File: src/rtl/ers_pkg.sv
package ers_pkg;

    localparam int POS_BITS  = 12;
    localparam int DIM_BITS  = 13;
    localparam int DIR_BITS  = 2;
    localparam int SLOT_BITS = 16;
    localparam int CFG_INDEX_BITS = 1;

    localparam logic [DIM_BITS-1:0] WIDTH_RESET  = 13'd640;
    localparam logic [DIM_BITS-1:0] HEIGHT_RESET = 13'd480;

    typedef logic signed [1:0] step_t;

    localparam step_t STEP_NEG  = 2'sb11;
    localparam step_t STEP_ZERO = 2'sb00;
    localparam step_t STEP_POS  = 2'sb01;

    typedef enum logic {
        OP_START = 1'b0,
        OP_STEP  = 1'b1
    } opcode_t;

    typedef enum logic [DIR_BITS-1:0] {
        DIR_UP    = 2'd0,
        DIR_DOWN  = 2'd1,
        DIR_LEFT  = 2'd2,
        DIR_RIGHT = 2'd3
    } dir_t;

    typedef enum logic [1:0] {
        ST_STARTED = 2'd0,
        ST_MOVED   = 2'd1,
        ST_ZERO    = 2'd2,
        ST_BORDER  = 2'd3
    } status_t;

    typedef enum logic [CFG_INDEX_BITS-1:0] {
        CFG_WIDTH  = 1'b0,
        CFG_HEIGHT = 1'b1
    } cfg_index_t;

endpackage

File: src/rtl/edge_routing_step_core.sv
// channel   | handshake              | payload
// s_        | s_valid / s_ready      | opcode, start_x/y, start_dir, edge_horizontal, rows
// m_        | m_valid / m_ready      | pos_x, pos_y, status
// cfg_      | cfg_valid / cfg_ready  | cfg_index, cfg_data (always ready)
//
// One transaction per cycle while the m_ side is not stalled; each passes from the input
// register to the result register, and m_valid rises as the result register loads. The
// routing decision is combinational compares on the 3x3 window against the held position
// and last move; that state updates as each transaction leaves the input register. aresetn
// (synchronous) clears position, move and both valids and loads width 640, height 480. A
// stalled m_ side holds the result and, once the input register is full, drops s_ready.
module edge_routing_step_core #(
    parameter int COORD_BITS = 12,
    parameter int GRAD_BITS  = 16
) (
    input  logic                                  aclk,
    input  logic                                  aresetn,

    input  logic                                  cfg_valid,
    output logic                                  cfg_ready,
    input  logic [ers_pkg::CFG_INDEX_BITS-1:0]    cfg_index,
    input  logic [ers_pkg::DIM_BITS-1:0]          cfg_data,

    input  logic                                  s_valid,
    output logic                                  s_ready,
    input  logic                                  s_opcode,
    input  logic [ers_pkg::POS_BITS-1:0]          s_start_x,
    input  logic [ers_pkg::POS_BITS-1:0]          s_start_y,
    input  logic [ers_pkg::DIR_BITS-1:0]          s_start_dir,
    input  logic                                  s_edge_horizontal,
    input  logic [3*ers_pkg::SLOT_BITS-1:0]       s_row_above,
    input  logic [2*ers_pkg::SLOT_BITS-1:0]       s_row_middle,
    input  logic [3*ers_pkg::SLOT_BITS-1:0]       s_row_below,

    output logic                                  m_valid,
    input  logic                                  m_ready,
    output logic [ers_pkg::POS_BITS-1:0]          m_pos_x,
    output logic [ers_pkg::POS_BITS-1:0]          m_pos_y,
    output logic [1:0]                            m_status
);

    localparam int SB = ers_pkg::SLOT_BITS;
    localparam int XW = (COORD_BITS > ers_pkg::POS_BITS) ? COORD_BITS : ers_pkg::POS_BITS;
    localparam int CW = (COORD_BITS + 1 > ers_pkg::DIM_BITS) ? COORD_BITS + 1
                                                             : ers_pkg::DIM_BITS;

    typedef logic signed [GRAD_BITS-1:0] grad_t;

    function automatic grad_t slot(input logic [SB-1:0] s);
        return grad_t'(s[GRAD_BITS-1:0]);
    endfunction

    // configuration
    logic [ers_pkg::DIM_BITS-1:0] width_reg;
    logic [ers_pkg::DIM_BITS-1:0] height_reg;

    assign cfg_ready = 1'b1;

    always_ff @(posedge aclk) begin
        if (!aresetn) begin
            width_reg  <= ers_pkg::WIDTH_RESET;
            height_reg <= ers_pkg::HEIGHT_RESET;
        end else if (cfg_valid && cfg_ready) begin
            case (ers_pkg::cfg_index_t'(cfg_index))
                ers_pkg::CFG_WIDTH:  width_reg  <= cfg_data;
                ers_pkg::CFG_HEIGHT: height_reg <= cfg_data;
                default: ;
            endcase
        end
    end

    // input register
    logic                          in_valid_reg;
    logic                          op_reg;
    logic [ers_pkg::POS_BITS-1:0]  start_x_reg;
    logic [ers_pkg::POS_BITS-1:0]  start_y_reg;
    logic [ers_pkg::DIR_BITS-1:0]  start_dir_reg;
    logic                          horiz_reg;
    logic [3*SB-1:0]               above_reg;
    logic [2*SB-1:0]               middle_reg;
    logic [3*SB-1:0]               below_reg;

    logic m_valid_reg;
    logic advance;

    assign advance = in_valid_reg && (!m_valid_reg || m_ready);
    assign s_ready = !in_valid_reg || advance;

    always_ff @(posedge aclk) begin
        if (!aresetn) begin
            in_valid_reg <= 1'b0;
        end else if (s_ready) begin
            in_valid_reg <= s_valid;
        end
    end

    always_ff @(posedge aclk) begin
        if (s_valid && s_ready) begin
            op_reg        <= s_opcode;
            start_x_reg   <= s_start_x;
            start_y_reg   <= s_start_y;
            start_dir_reg <= s_start_dir;
            horiz_reg     <= s_edge_horizontal;
            above_reg     <= s_row_above;
            middle_reg    <= s_row_middle;
            below_reg     <= s_row_below;
        end
    end

    // walker state
    logic [COORD_BITS-1:0] cur_x_reg, cur_x_next;
    logic [COORD_BITS-1:0] cur_y_reg, cur_y_next;
    ers_pkg::step_t        move_dx_reg, move_dx_next;
    ers_pkg::step_t        move_dy_reg, move_dy_next;
    ers_pkg::status_t      status_next;

    grad_t g_ul, g_u, g_ur, g_l, g_r, g_dl, g_d, g_dr;

    assign g_ul = slot(above_reg[0*SB +: SB]);
    assign g_u  = slot(above_reg[1*SB +: SB]);
    assign g_ur = slot(above_reg[2*SB +: SB]);
    assign g_l  = slot(middle_reg[0*SB +: SB]);
    assign g_r  = slot(middle_reg[1*SB +: SB]);
    assign g_dl = slot(below_reg[0*SB +: SB]);
    assign g_d  = slot(below_reg[1*SB +: SB]);
    assign g_dr = slot(below_reg[2*SB +: SB]);

    logic at_left, at_right, at_top, at_bottom;
    logic [CW-1:0] x_inc, y_inc;

    assign x_inc     = CW'(cur_x_reg) + CW'(1);
    assign y_inc     = CW'(cur_y_reg) + CW'(1);
    assign at_left   = (cur_x_reg == '0);
    assign at_top    = (cur_y_reg == '0);
    assign at_right  = (x_inc >= CW'(width_reg)) || (&cur_x_reg);
    assign at_bottom = (y_inc >= CW'(height_reg)) || (&cur_y_reg);

    logic [XW-1:0] start_x_ext, start_y_ext;

    assign start_x_ext = XW'(start_x_reg);
    assign start_y_ext = XW'(start_y_reg);

    ers_pkg::step_t sx, sy;
    logic           border;
    grad_t          c_top, c_mid, c_bot;
    grad_t          w_left, w_mid, w_right;
    grad_t          g_sel;

    always_comb begin
        // column on the side of a horizontal move, row on the side of a vertical move
        c_top = (move_dx_reg == ers_pkg::STEP_POS) ? g_ur : g_ul;
        c_mid = (move_dx_reg == ers_pkg::STEP_POS) ? g_r  : g_l;
        c_bot = (move_dx_reg == ers_pkg::STEP_POS) ? g_dr : g_dl;
        w_left  = (move_dy_reg == ers_pkg::STEP_POS) ? g_dl : g_ul;
        w_mid   = (move_dy_reg == ers_pkg::STEP_POS) ? g_d  : g_u;
        w_right = (move_dy_reg == ers_pkg::STEP_POS) ? g_dr : g_ur;

        sx     = ers_pkg::STEP_ZERO;
        sy     = ers_pkg::STEP_ZERO;
        border = 1'b0;

        if (horiz_reg) begin
            if (move_dx_reg != ers_pkg::STEP_ZERO) begin
                sx     = move_dx_reg;
                border = ((move_dx_reg == ers_pkg::STEP_POS) ? at_right : at_left)
                         || at_top || at_bottom;
                if (c_top > c_mid && c_top > c_bot) begin
                    sy = ers_pkg::STEP_NEG;
                end else if (c_bot > c_mid && c_bot > c_top) begin
                    sy = ers_pkg::STEP_POS;
                end
            end else begin
                sy     = (move_dy_reg == ers_pkg::STEP_POS) ? ers_pkg::STEP_POS
                                                            : ers_pkg::STEP_NEG;
                border = ((move_dy_reg == ers_pkg::STEP_POS) ? at_bottom : at_top)
                         || at_left || at_right;
                sx     = (w_left > w_right) ? ers_pkg::STEP_NEG : ers_pkg::STEP_POS;
            end
        end else begin
            if (move_dy_reg != ers_pkg::STEP_ZERO) begin
                sy     = move_dy_reg;
                border = ((move_dy_reg == ers_pkg::STEP_POS) ? at_bottom : at_top)
                         || at_left || at_right;
                if (w_right > w_mid && w_right > w_left) begin
                    sx = ers_pkg::STEP_POS;
                end else if (w_left > w_mid && w_left > w_right) begin
                    sx = ers_pkg::STEP_NEG;
                end
            end else begin
                sx     = (move_dx_reg == ers_pkg::STEP_POS) ? ers_pkg::STEP_POS
                                                            : ers_pkg::STEP_NEG;
                border = ((move_dx_reg == ers_pkg::STEP_POS) ? at_right : at_left)
                         || at_top || at_bottom;
                sy     = (c_top > c_bot) ? ers_pkg::STEP_NEG : ers_pkg::STEP_POS;
            end
        end

        if (sy == ers_pkg::STEP_NEG) begin
            g_sel = (sx == ers_pkg::STEP_NEG) ? g_ul :
                    (sx == ers_pkg::STEP_POS) ? g_ur : g_u;
        end else if (sy == ers_pkg::STEP_POS) begin
            g_sel = (sx == ers_pkg::STEP_NEG) ? g_dl :
                    (sx == ers_pkg::STEP_POS) ? g_dr : g_d;
        end else begin
            g_sel = (sx == ers_pkg::STEP_NEG) ? g_l  :
                    (sx == ers_pkg::STEP_POS) ? g_r  : '0;
        end
    end

    always_comb begin
        cur_x_next   = cur_x_reg;
        cur_y_next   = cur_y_reg;
        move_dx_next = move_dx_reg;
        move_dy_next = move_dy_reg;
        status_next  = ers_pkg::ST_STARTED;

        case (ers_pkg::opcode_t'(op_reg))
            ers_pkg::OP_START: begin
                cur_x_next = start_x_ext[COORD_BITS-1:0];
                cur_y_next = start_y_ext[COORD_BITS-1:0];
                case (ers_pkg::dir_t'(start_dir_reg))
                    ers_pkg::DIR_UP: begin
                        move_dx_next = ers_pkg::STEP_ZERO;
                        move_dy_next = ers_pkg::STEP_NEG;
                    end
                    ers_pkg::DIR_DOWN: begin
                        move_dx_next = ers_pkg::STEP_ZERO;
                        move_dy_next = ers_pkg::STEP_POS;
                    end
                    ers_pkg::DIR_LEFT: begin
                        move_dx_next = ers_pkg::STEP_NEG;
                        move_dy_next = ers_pkg::STEP_ZERO;
                    end
                    default: begin
                        move_dx_next = ers_pkg::STEP_POS;
                        move_dy_next = ers_pkg::STEP_ZERO;
                    end
                endcase
                status_next = ers_pkg::ST_STARTED;
            end
            default: begin
                if (border) begin
                    move_dx_next = ers_pkg::STEP_ZERO;
                    move_dy_next = ers_pkg::STEP_ZERO;
                    status_next  = ers_pkg::ST_BORDER;
                end else begin
                    cur_x_next   = cur_x_reg + COORD_BITS'(sx);
                    cur_y_next   = cur_y_reg + COORD_BITS'(sy);
                    move_dx_next = sx;
                    move_dy_next = sy;
                    status_next  = (g_sel != '0) ? ers_pkg::ST_MOVED : ers_pkg::ST_ZERO;
                end
            end
        endcase
    end

    always_ff @(posedge aclk) begin
        if (!aresetn) begin
            cur_x_reg   <= '0;
            cur_y_reg   <= '0;
            move_dx_reg <= ers_pkg::STEP_ZERO;
            move_dy_reg <= ers_pkg::STEP_ZERO;
        end else if (advance) begin
            cur_x_reg   <= cur_x_next;
            cur_y_reg   <= cur_y_next;
            move_dx_reg <= move_dx_next;
            move_dy_reg <= move_dy_next;
        end
    end

    // result register
    logic [XW-1:0]                pos_x_ext, pos_y_ext;
    logic [ers_pkg::POS_BITS-1:0] pos_x_reg, pos_y_reg;
    ers_pkg::status_t             status_reg;

    assign pos_x_ext = XW'(cur_x_next);
    assign pos_y_ext = XW'(cur_y_next);

    always_ff @(posedge aclk) begin
        if (!aresetn) begin
            m_valid_reg <= 1'b0;
        end else if (advance) begin
            m_valid_reg <= 1'b1;
        end else if (m_ready) begin
            m_valid_reg <= 1'b0;
        end
    end

    always_ff @(posedge aclk) begin
        if (advance) begin
            pos_x_reg  <= pos_x_ext[ers_pkg::POS_BITS-1:0];
            pos_y_reg  <= pos_y_ext[ers_pkg::POS_BITS-1:0];
            status_reg <= status_next;
        end
    end

    assign m_valid  = m_valid_reg;
    assign m_pos_x  = pos_x_reg;
    assign m_pos_y  = pos_y_reg;
    assign m_status = status_reg;

    a_border_clears_move: assert property (@(posedge aclk) disable iff (!aresetn)
        (advance && status_next == ers_pkg::ST_BORDER)
        |=> (move_dx_reg == ers_pkg::STEP_ZERO && move_dy_reg == ers_pkg::STEP_ZERO))
        else $error("border stop left a move behind");

    a_border_holds_pos: assert property (@(posedge aclk) disable iff (!aresetn)
        (advance && status_next == ers_pkg::ST_BORDER)
        |=> (cur_x_reg == $past(cur_x_reg) && cur_y_reg == $past(cur_y_reg)))
        else $error("border stop moved the position");

    a_step_has_move: assert property (@(posedge aclk) disable iff (!aresetn)
        (advance && status_next != ers_pkg::ST_BORDER)
        |=> (move_dx_reg != ers_pkg::STEP_ZERO || move_dy_reg != ers_pkg::STEP_ZERO))
        else $error("transaction left no move");

    a_move_range: assert property (@(posedge aclk) disable iff (!aresetn)
        (move_dx_reg != 2'sb10 && move_dy_reg != 2'sb10))
        else $error("move out of range");

    a_input_held: assert property (@(posedge aclk) disable iff (!aresetn)
        (in_valid_reg && !advance)
        |=> (in_valid_reg && $stable(op_reg) && $stable(horiz_reg)))
        else $error("stalled transaction lost");

endmodule
File: config.mk
export PLATFORM = sky130hd
export DESIGN_NAME = edge_routing_step_core
export DESIGN_NICKNAME = d
export VERILOG_FILES = /design/src/rtl/ers_pkg.sv /design/src/rtl/edge_routing_step_core.sv
export SDC_FILE = /design/constraint.sdc
export NUM_CORES = 1
export LEC_CHECK = 0
export ABC_AREA = 0
export BUFFER_PORTS_ARGS = -buffer_cell sky130_fd_sc_hd__buf_4
export CAP_MARGIN = 10
export CORE_MARGIN = 8
export CORE_UTILIZATION = 55
export CTS_CLUSTER_SIZE = 25
export DETAILED_ROUTE_END_ITERATION = 10
export PLACE_DENSITY = 0.77
export SYNTH_ARGS = -nofsm -noshare
export SYNTH_HDL_FRONTEND = slang
export SYNTH_SLANG_ARGS = --single-unit
File: constraint.sdc
create_clock -name aclk -period 14.91 [get_ports aclk]
set_clock_uncertainty 0.1 [all_clocks]
set_input_delay 0.7455 -clock aclk [delete_from_list [all_inputs] [get_ports aclk]]
set_output_delay 0.7455 -clock aclk [all_outputs]
set_load 0.02 [all_outputs]
==> metrics.md, run 1 <==
| Metric | Value |
|---|---|
| Synth Warn # | `0` |
| Crit path DAT | `7.24 ns` |
| Num rows | `59` |
| RePlAce Congestion | `1.00` |
| Die ar. | `32,100 um^2` |
| Fmax | `0.141 GHz` |
| Switching share of total power | `0.318` |
| CP startpoint | `move_dx_reg[0]` |
| Tcrit/Tclk final | `0.474` |
| Clock transition at path regs | `roughly 0.070 ns` |
| DP HPWL | `32,000 um` |
| Reg-to-reg endpoint | `m_pos_y[11]` |
| Status | `complete, no violations` |
| Worst-Margin Slew | `between 1 and 1.5 ns` |
| Chip width | `between 150 and 200 um` |
| VDD IR max | `around 0.097 mV` |
| Avg WL per Cell | `20.8 um` |
| Register bit total from synthesis | `238` |
| Internal power | `1.46 mW` |
| Filler cells | `around 2,000` |
| NetSw | `between 0.6 and 0.7 mW` |
| Part of the power in registers | `0.384` |
| Clock Tree Buf Depth | `3` |
| Max_slew headroom | `0.300` |
| H-tree Lvls | `1` |
| CP dominant cell by count | `o21bai_1` |
| I/O Buffers | `between 200 and 250` |
| Cts bufs inserted | `26` |
| Via count | `12,100` |
| CP max stage delay | `0.58 ns` |
| Worst reg2reg startpoint | `move_dx_reg[0]` |
| Hold buffer count at CTS | `0` |
| DR pass1 iterations | `6` |
| CP Max Fanout | `42` |
| Syn_area_per_cell | `10.0 um^2` |
| Minimum clock period | `about 7.1 ns` |
| Post CTS Setup Buffer Count | `0` |
| Number of flops mapped to enable cells by yosys | `around 180` |
| DRC Markers | `0` |
| Post-CTS Resized | `0` |
| Critical path class | `register to register` |
| CP Launch Type | `register` |
| Latest clock arrival within the worst-skew pair | `between 0.5 and 0.6 ns` |
| Critical path capture point type | `register` |
| WHS | `~0.26 ns` |
| Pwr per Cell Area | `roughly 120 nW/um^2` |
| Reg2Reg Setup Slack | `between 7 and 8 ns` |
| Die H | `roughly 180 um` |
| RSZ-0062 raised after global routing | `no` |
| Post-Syn Nets | `1,781` |
| WP depth | `23` |
| First-pass GRT wire length | `roughly 65,000 um` |
| Logic pwr share | `0.291` |
| Area of the multi-input gates | `roughly 7500 um^2` |
| Vias per inst | `6.01` |
| Cells along the critical path | `nor2b_4 -> buf_4 -> mux2_2 -> ha_1 -> nand4_1 -> nor4_1 -> a21boi_0 -> o32a_1 -> nand4_1 -> a211oi_4 -> buf_4 -> ha_1 -> inv_1 -> o21bai_1 -> a21oi_1 -> o21bai_1 -> a21oi_1 -> o21ai_0 -> o41ai_1 -> xnor2_1 -> nand2_1 -> xor2_1 -> o21bai_1` |
| Reg2Reg Depth | `23` |
| Final nets | `1,968` |
| Final Max Slew Viols | `0` |
| IO Count | `a little over 200` |
| Crit path to | `m_pos_y[11]` |
| Cell count after synthesis | `1,465` |
| Ys async rst share | `0` |
| CTS tree | `built` |
| Slowest-stage cell, CP | `buf_4` |
| Final setup fails | `0` |
| Area growth from synthesis to layout | `18.7%` |
| Initial DRC Count | `about 1,100` |
| Post-route ant nets | `0` |
| Initial Utilization | `0.561` |
| Worst Hold Class | `primary input to register` |
| CORE AREA | `26,100 um^2` |
| Total GRT Usage | `0.258` |
| Setup TNS | `0 ns` |
| Mapped cell area | `approximately 15,000 um^2` |
| Share of cells above drive strength 1 | `0.185` |
| Register area share after synthesis | `0.450` |
| Clk pwr share | `0.325` |
| Critical path buffers and inverters | `3` |
| Yosys cell types | `81` |
| Reg area | `6590 um^2` |
| MaxCap Viol Count | `0` |
| Antenna fix cells | `0` |
| Post-synth top flop | `edfxtp_1` |
| Vias in the first global route | `12,400` |
| Overflow after GRT | `0` |
| CP top delay family | `compound AO/OA/AOI/OAI gates` |
| Largest net degree at the start of global routing | `80` |
| Critical path required time | `15.08 ns` |
| Leakage power | `between 7 and 8 nW` |
| Final Hold Vio Count | `0` |
| Sink Count | `about 240` |
| Routed WL | `41,800 um` |
| Root buf cell | `clkbuf_16` |
| Initial antenna violation count | `0` |
[Yosys cell counts, drive strengths merged, types with 27 or more instances]
cell type	instances	area (um^2)
edfxtp	182	5470
nand2	180	678
nor2	145	544
ha	139	1740
inv	102	383
a21oi	68	340
o21ai	58	298
dfxtp	56	1120
mux2i	51	510
xnor2	41	359
clkbuf	37	139
nand3	28	140
a21boi	27	203
mux2	27	304
[cell type report]
| type | count | area share |
|---|---|---|
| Clock inverter | 14 | 0.00957 |
| Inverter | 102 | 0.0220 |
| Tap cell | 335 | 0.0241 |
| Multi-Input combinational cell | 1072 | 0.429 |
| Timing Repair Buffer | 212 | 0.0916 |
| Sequential cell | 238 | 0.379 |
| Clock buffer | 34 | 0.0446 |
[cells in the final DEF, fill, tap and decap left out, types with 4 or more instances in the layout]
| cell | synthesis | layout |
|---|---|---|
| ha_1 | 139 | 139 |
| o21ai_0 | 53 | 53 |
| buf_4 | 2 | 212 |
| nand4_1 | 16 | 16 |
| xor2_1 | 16 | 16 |
| dfxtp_1 | 56 | 56 |
| nand3_1 | 28 | 28 |
| edfxtp_1 | 182 | 182 |
| a21oi_1 | 68 | 68 |
| o311ai_0 | 4 | 4 |
| nor3b_1 | 11 | 11 |
| mux2i_1 | 51 | 51 |
| nor3_1 | 20 | 19 |
| clkbuf_16 | 0 | 29 |
| a21boi_0 | 26 | 26 |
| nor2b_1 | 15 | 14 |
| a21o_1 | 13 | 13 |
| inv_1 | 102 | 102 |
| nor2_1 | 145 | 145 |
| o211ai_1 | 16 | 16 |
| a211oi_1 | 23 | 23 |
| nand2b_1 | 11 | 11 |
| o221ai_1 | 9 | 9 |
| a31oi_1 | 15 | 15 |
| o22ai_1 | 4 | 4 |
| mux2_2 | 27 | 27 |
| nand2_1 | 179 | 179 |
| nor4_1 | 14 | 14 |
| or4_1 | 6 | 6 |
| o21bai_1 | 12 | 12 |
| or2_2 | 10 | 10 |
| xnor2_1 | 41 | 41 |
| o21a_1 | 11 | 11 |
| and3_1 | 10 | 10 |
| and2_1 | 5 | 4 |
| o311a_1 | 5 | 5 |
| maj3_1 | 4 | 4 |
[power by group through the flow]
stage | sequential, mW | combinational [mW] | clock (mW)
2_1_floorplan | 0.822 | 0.434 | 0
5_1_grt | 0.824 | 0.686 | 0.728
6_report | 0.820 | 0.620 | 0.694
4_1_cts | 0.819 | 0.615 | 0.703
3_5_place_dp | 0.832 | 0.609 | 0
3_3_place_gp | 0.832 | 0.594 | 0
[kinds of logic after synthesis]
group	share of synthesized area
xor+xnor	0.0341
flops	0.450
compound gates	0.141
fa+ha+maj	0.124
simple gates	0.153
other cells	0.000256
mux	0.0556
buf+inv	0.0427
[worst reg2reg max path: stages (launching register included)]
cell and delay, ns:
dfxtp_1 0.44, nor2b_4 0.38, buf_4 0.58, mux2_2 0.47, ha_1 0.37, nand4_1 0.21
nor4_1 0.48, a21boi_0 0.34, o32a_1 0.29, nand4_1 0.21, a211oi_4 0.41, buf_4 0.35
ha_1 0.29, inv_1 0.10, o21bai_1 0.09, a21oi_1 0.23, o21bai_1 0.09, a21oi_1 0.22
o21ai_0 0.20, o41ai_1 0.35, xnor2_1 0.22, nand2_1 0.11, xor2_1 0.16, o21bai_1 0.10
[worst min path at each step]
stage / start / end / slack, ns / cells after the start
floorplan: height_reg[12] / height_reg[12] / 0.34 / 2
global placement: width_reg[5] / width_reg[5] / 0.35 / 2
detailed placement: height_reg[10] / height_reg[10] / 0.36 / 2
CTS: s_start_y[3] / start_y_ext[3] / 0.24 / 1
global route: s_start_y[3] / start_y_ext[3] / 0.25 / 1
finish: s_start_y[3] / start_y_ext[3] / 0.26 / 1
[metrics by stage]
stage	cells	instance area [um^2]	setup WS (ns)	util	power [mW]
2_1_floorplan	1465	14700	8.93	-	1.26
3_3_place_gp	1959	16400	7.94	0.629	1.43
3_5_place_dp	1959	16400	7.96	0.629	1.44
4_1_cts	2007	17400	7.92	0.665	2.14
5_1_grt	2007	17400	7.41	0.665	2.24
6_report	2007	17400	7.84	0.665	2.13
[routing by layer]
layer	part of all wire	track usage	wire, um	vias to the layer above
met5	0	0	0	-
met4	0.051	0.135	2140	0
met3	0.070	0.0430	2920	133
met2	0.48	0.446	20300	553
met1	0.39	0.305	16500	5654
li1	-	-	-	5719
No activity file was read; power rests on OpenSTA's default activity.
==> run 2, diff against run 1 <==
==> constraint.sdc (replaced) <==
create_clock -name aclk -period 6.6 [get_ports aclk]
set_clock_uncertainty 0.1 [all_clocks]
set_input_delay 0.33 -clock aclk [delete_from_list [all_inputs] [get_ports aclk]]
set_output_delay 0.33 -clock aclk [all_outputs]
set_load 0.02 [all_outputs]
==> run 2 against run 1 <==
Final cell count grew 9.2%. Combinational power up 140%. Global-route usage rose by 2.3 points. First-iteration DRC count fell by 8.4%. Core utilization increased by 7.3 points. Hold slack worse by 0.24 ns. Flip-flop and latch count is the same. Sequential power up 130%. Worst setup slack worse by 7.5 ns. Sequential share of layout area fell by 3.7 points. Critical endpoint unchanged. Highest routed layer unchanged.
==> metrics.md, run 2 (synthesis results as in run 1) <==
| Metric | Value |
|---|---|
| Status | `complete, no violations` |
| CORE AREA | `26,100 um^2 (unchanged)` |
| I/O Buffers | `202 (unchanged)` |
| Pwr Total | `5.02 mW (+130%)` |
| MaxCap Viol Count | `0 (unchanged)` |
| Chip width | `179 um (unchanged)` |
| Initial Utilization | `0.561 (unchanged)` |
| Pre-CTS WS | `0.0204 ns (-7.94 ns)` |
| Share of cells above drive strength 1 | `0.175 (-0.0102)` |
| Avg WL per Cell | `20.8 um (about the same)` |
| Initial DRC Count | `1,002 (-8.4%)` |
| Total GRT Usage | `0.281 (+0.0231)` |
| DP HPWL | `32,100 um (+0.41%)` |
| Pwr per Cell Area | `260 nW/um^2 (+110%)` |
| Worst-Margin Slew | `1.07 ns (+0.0151 ns)` |
| CP Max Fanout | `11 (-74%)` |
| Die H | `179 um (unchanged)` |
| Sink Count | `238 (unchanged)` |
| Slack of the critical path | `0.371 ns (-7.47 ns)` |
| CP Launch Type | `register` |
| Final Hold Vio Count | `0 (unchanged)` |
| Critical path class | `register to register` |
| Final Max Slew Viols | `0 (unchanged)` |
| Routed WL | `45,700 um (+9.3%)` |
| Leakage power | `8.05 nW (+11%)` |
| Latest clock arrival within the worst-skew pair | `0.54 ns (-0.02 ns)` |
| Tcrit/Tclk final | `0.944 (+0.469)` |
| H-tree Lvls | `1 (unchanged)` |
| Initial antenna violation count | `1 (+1)` |
| Crit path DAT | `6.40 ns (-0.84 ns)` |
| Reg area | `6590 um^2 (unchanged)` |
| Max_slew headroom | `0.288 (-0.0115)` |
| Final setup fails | `0 (unchanged)` |
| Cts bufs inserted | `26 (unchanged)` |
| DR pass1 iterations | `6 (unchanged)` |
| Slowest-stage cell, CP | `dfxtp_1` |
| Overflow after GRT | `0 (unchanged)` |
| Filler cells | `1,763 (-14%)` |
| Cells along the critical path | `nor2b_4 -> buf_12 -> mux2_2 -> ha_1 -> nand4_1 -> nor4_1 -> a21boi_0 -> o32a_1 -> nand4_1 -> a211oi_4 -> buf_4 -> ha_1 -> a21oi_1 -> o21bai_1 -> a21oi_1 -> o21bai_1 -> a21oi_1 -> o21ai_0 -> o41ai_1 -> xnor2_1 -> nand2_1 -> xor2_1 -> o21bai_1` |
| Minimum clock period | `6.23 ns (-0.843 ns)` |
| Clock Tree Buf Depth | `3 (unchanged)` |
| Final nets | `2,152 (+9.3%)` |
| Root buf cell | `clkbuf_16` |
| Critical path required time | `6.77 ns (-8.31 ns)` |
| IO Count | `204 (unchanged)` |
| DRC Markers | `0 (unchanged)` |
| Setup TNS | `0 ns (unchanged)` |
| Die ar. | `32,100 um^2 (unchanged)` |
| RSZ-0062 raised after global routing | `no` |
| Vias per inst | `5.90 (-1.9%)` |
| CP max stage delay | `0.49 ns (-0.09 ns)` |
| Largest net degree at the start of global routing | `87 (+8.8%)` |
| WHS | `0.0189 ns (-0.237 ns)` |
| First-pass GRT wire length | `69,800 um (+7.5%)` |
| RePlAce Congestion | `0.986 (-1.9%)` |
| Via count | `12,900 (+7.2%)` |
| CTS tree | `built` |
| Most frequent cells in the layout | `buf_4, edfxtp_1, nand2_1` |
| Post-route ant nets | `0 (unchanged)` |
| Area of the multi-input gates | `7480 um^2 (+0.20%)` |
| Critical path capture point type | `register` |
| Clock transition at path regs | `0.07 ns (about the same)` |
| Vias in the first global route | `13,100 (+5.7%)` |
| Fmax | `0.161 GHz (+14%)` |
| Area growth from synthesis to layout | `31.6%` |
| Worst Hold Class | `primary input to register` |
| Num rows | `59 (unchanged)` |
| Commonest non-fill, non-tap cell in the layout | `buf_4` |
| VDD IR max | `0.218 mV (+120%)` |
==> run 2: cell count changes in the layout (fill, tap and decap cells not counted), moves of 2 or more <==
cell,previous run,this run
clkinv_1,3,1
dlygate4sd3_1,0,170
buf_4,212,223
clkbuf_8,3,0
buf_12,0,2
clkbuf_16,29,34
==> run 2: path summary, 6_finish.rpt <==
| path | slack (ns) | start | depth (start not counted) | end |
|---|---|---|---|---|
| max | 0.37 | move_dx_reg[0] | 23 | m_pos_y[11] |
| min reg2reg | 0.37 | width_reg[11] | 2 | width_reg[11] |
| min | 0.02 | m_ready | 3 | m_valid |
| max reg2reg | 0.37 | move_dx_reg[0] | 23 | m_pos_y[11] |
==> run 2: layout make-up <==
type / count / area share
multi-input cells: 1073 / 0.388
flip-flops and latches: 238 / 0.342
repair buffers: 395 / 0.177
clock buffers: 38 / 0.0450
well taps: 335 / 0.0217
inverters: 102 / 0.0199
clock inverters: 10 / 0.00681
diodes: 1 / 0.000130
==> run 2: critical path: cells and delay by family (launching register included) <==
family          cells  cell delay (ns)
flops               1             0.49
xor+xnor            2             0.37
compound gates     11             2.45
fa+ha+maj           2             0.62
simple gates        5             1.18
mux                 1             0.36
buf+inv             2             0.37
==> run 2: power by group <==
part           total [mW]  leakage [nW]  internal (mW)  switching (mW)
registers            1.85          2.23           1.74           0.113
logic                1.51          5.33          0.680           0.831
clock network        1.65         0.495           1.03           0.618
==> run 2: what timing repair did <==
item / CTS / global route
buffers inserted: 0 / 4
resized for setup: 0 / 2
endpoints found under the setup margin: 1 / 4
cloned: 1 / 0
hold buffers: 170 / 0
hold endpoints to repair: 183 / 0
==> run 2: per-layer routing <==
metal  wire length [um]  track usage  vias up
li1                   -            -     6065
met1              16900        0.316     6049
met2              22800        0.502      637
met3               3400       0.0489      175
met4               2620        0.148        0
met5                  0            0        -
==> run 2: through the flow <==
stage	instances	util	cell area, um^2
5_1_grt	2192	0.738	19300
4_1_cts	2187	0.736	19200
3_3_place_gp	1968	0.632	16500
3_5_place_dp	1968	0.632	16500
6_report	2192	0.738	19300
2_1_floorplan	1465	-	14700
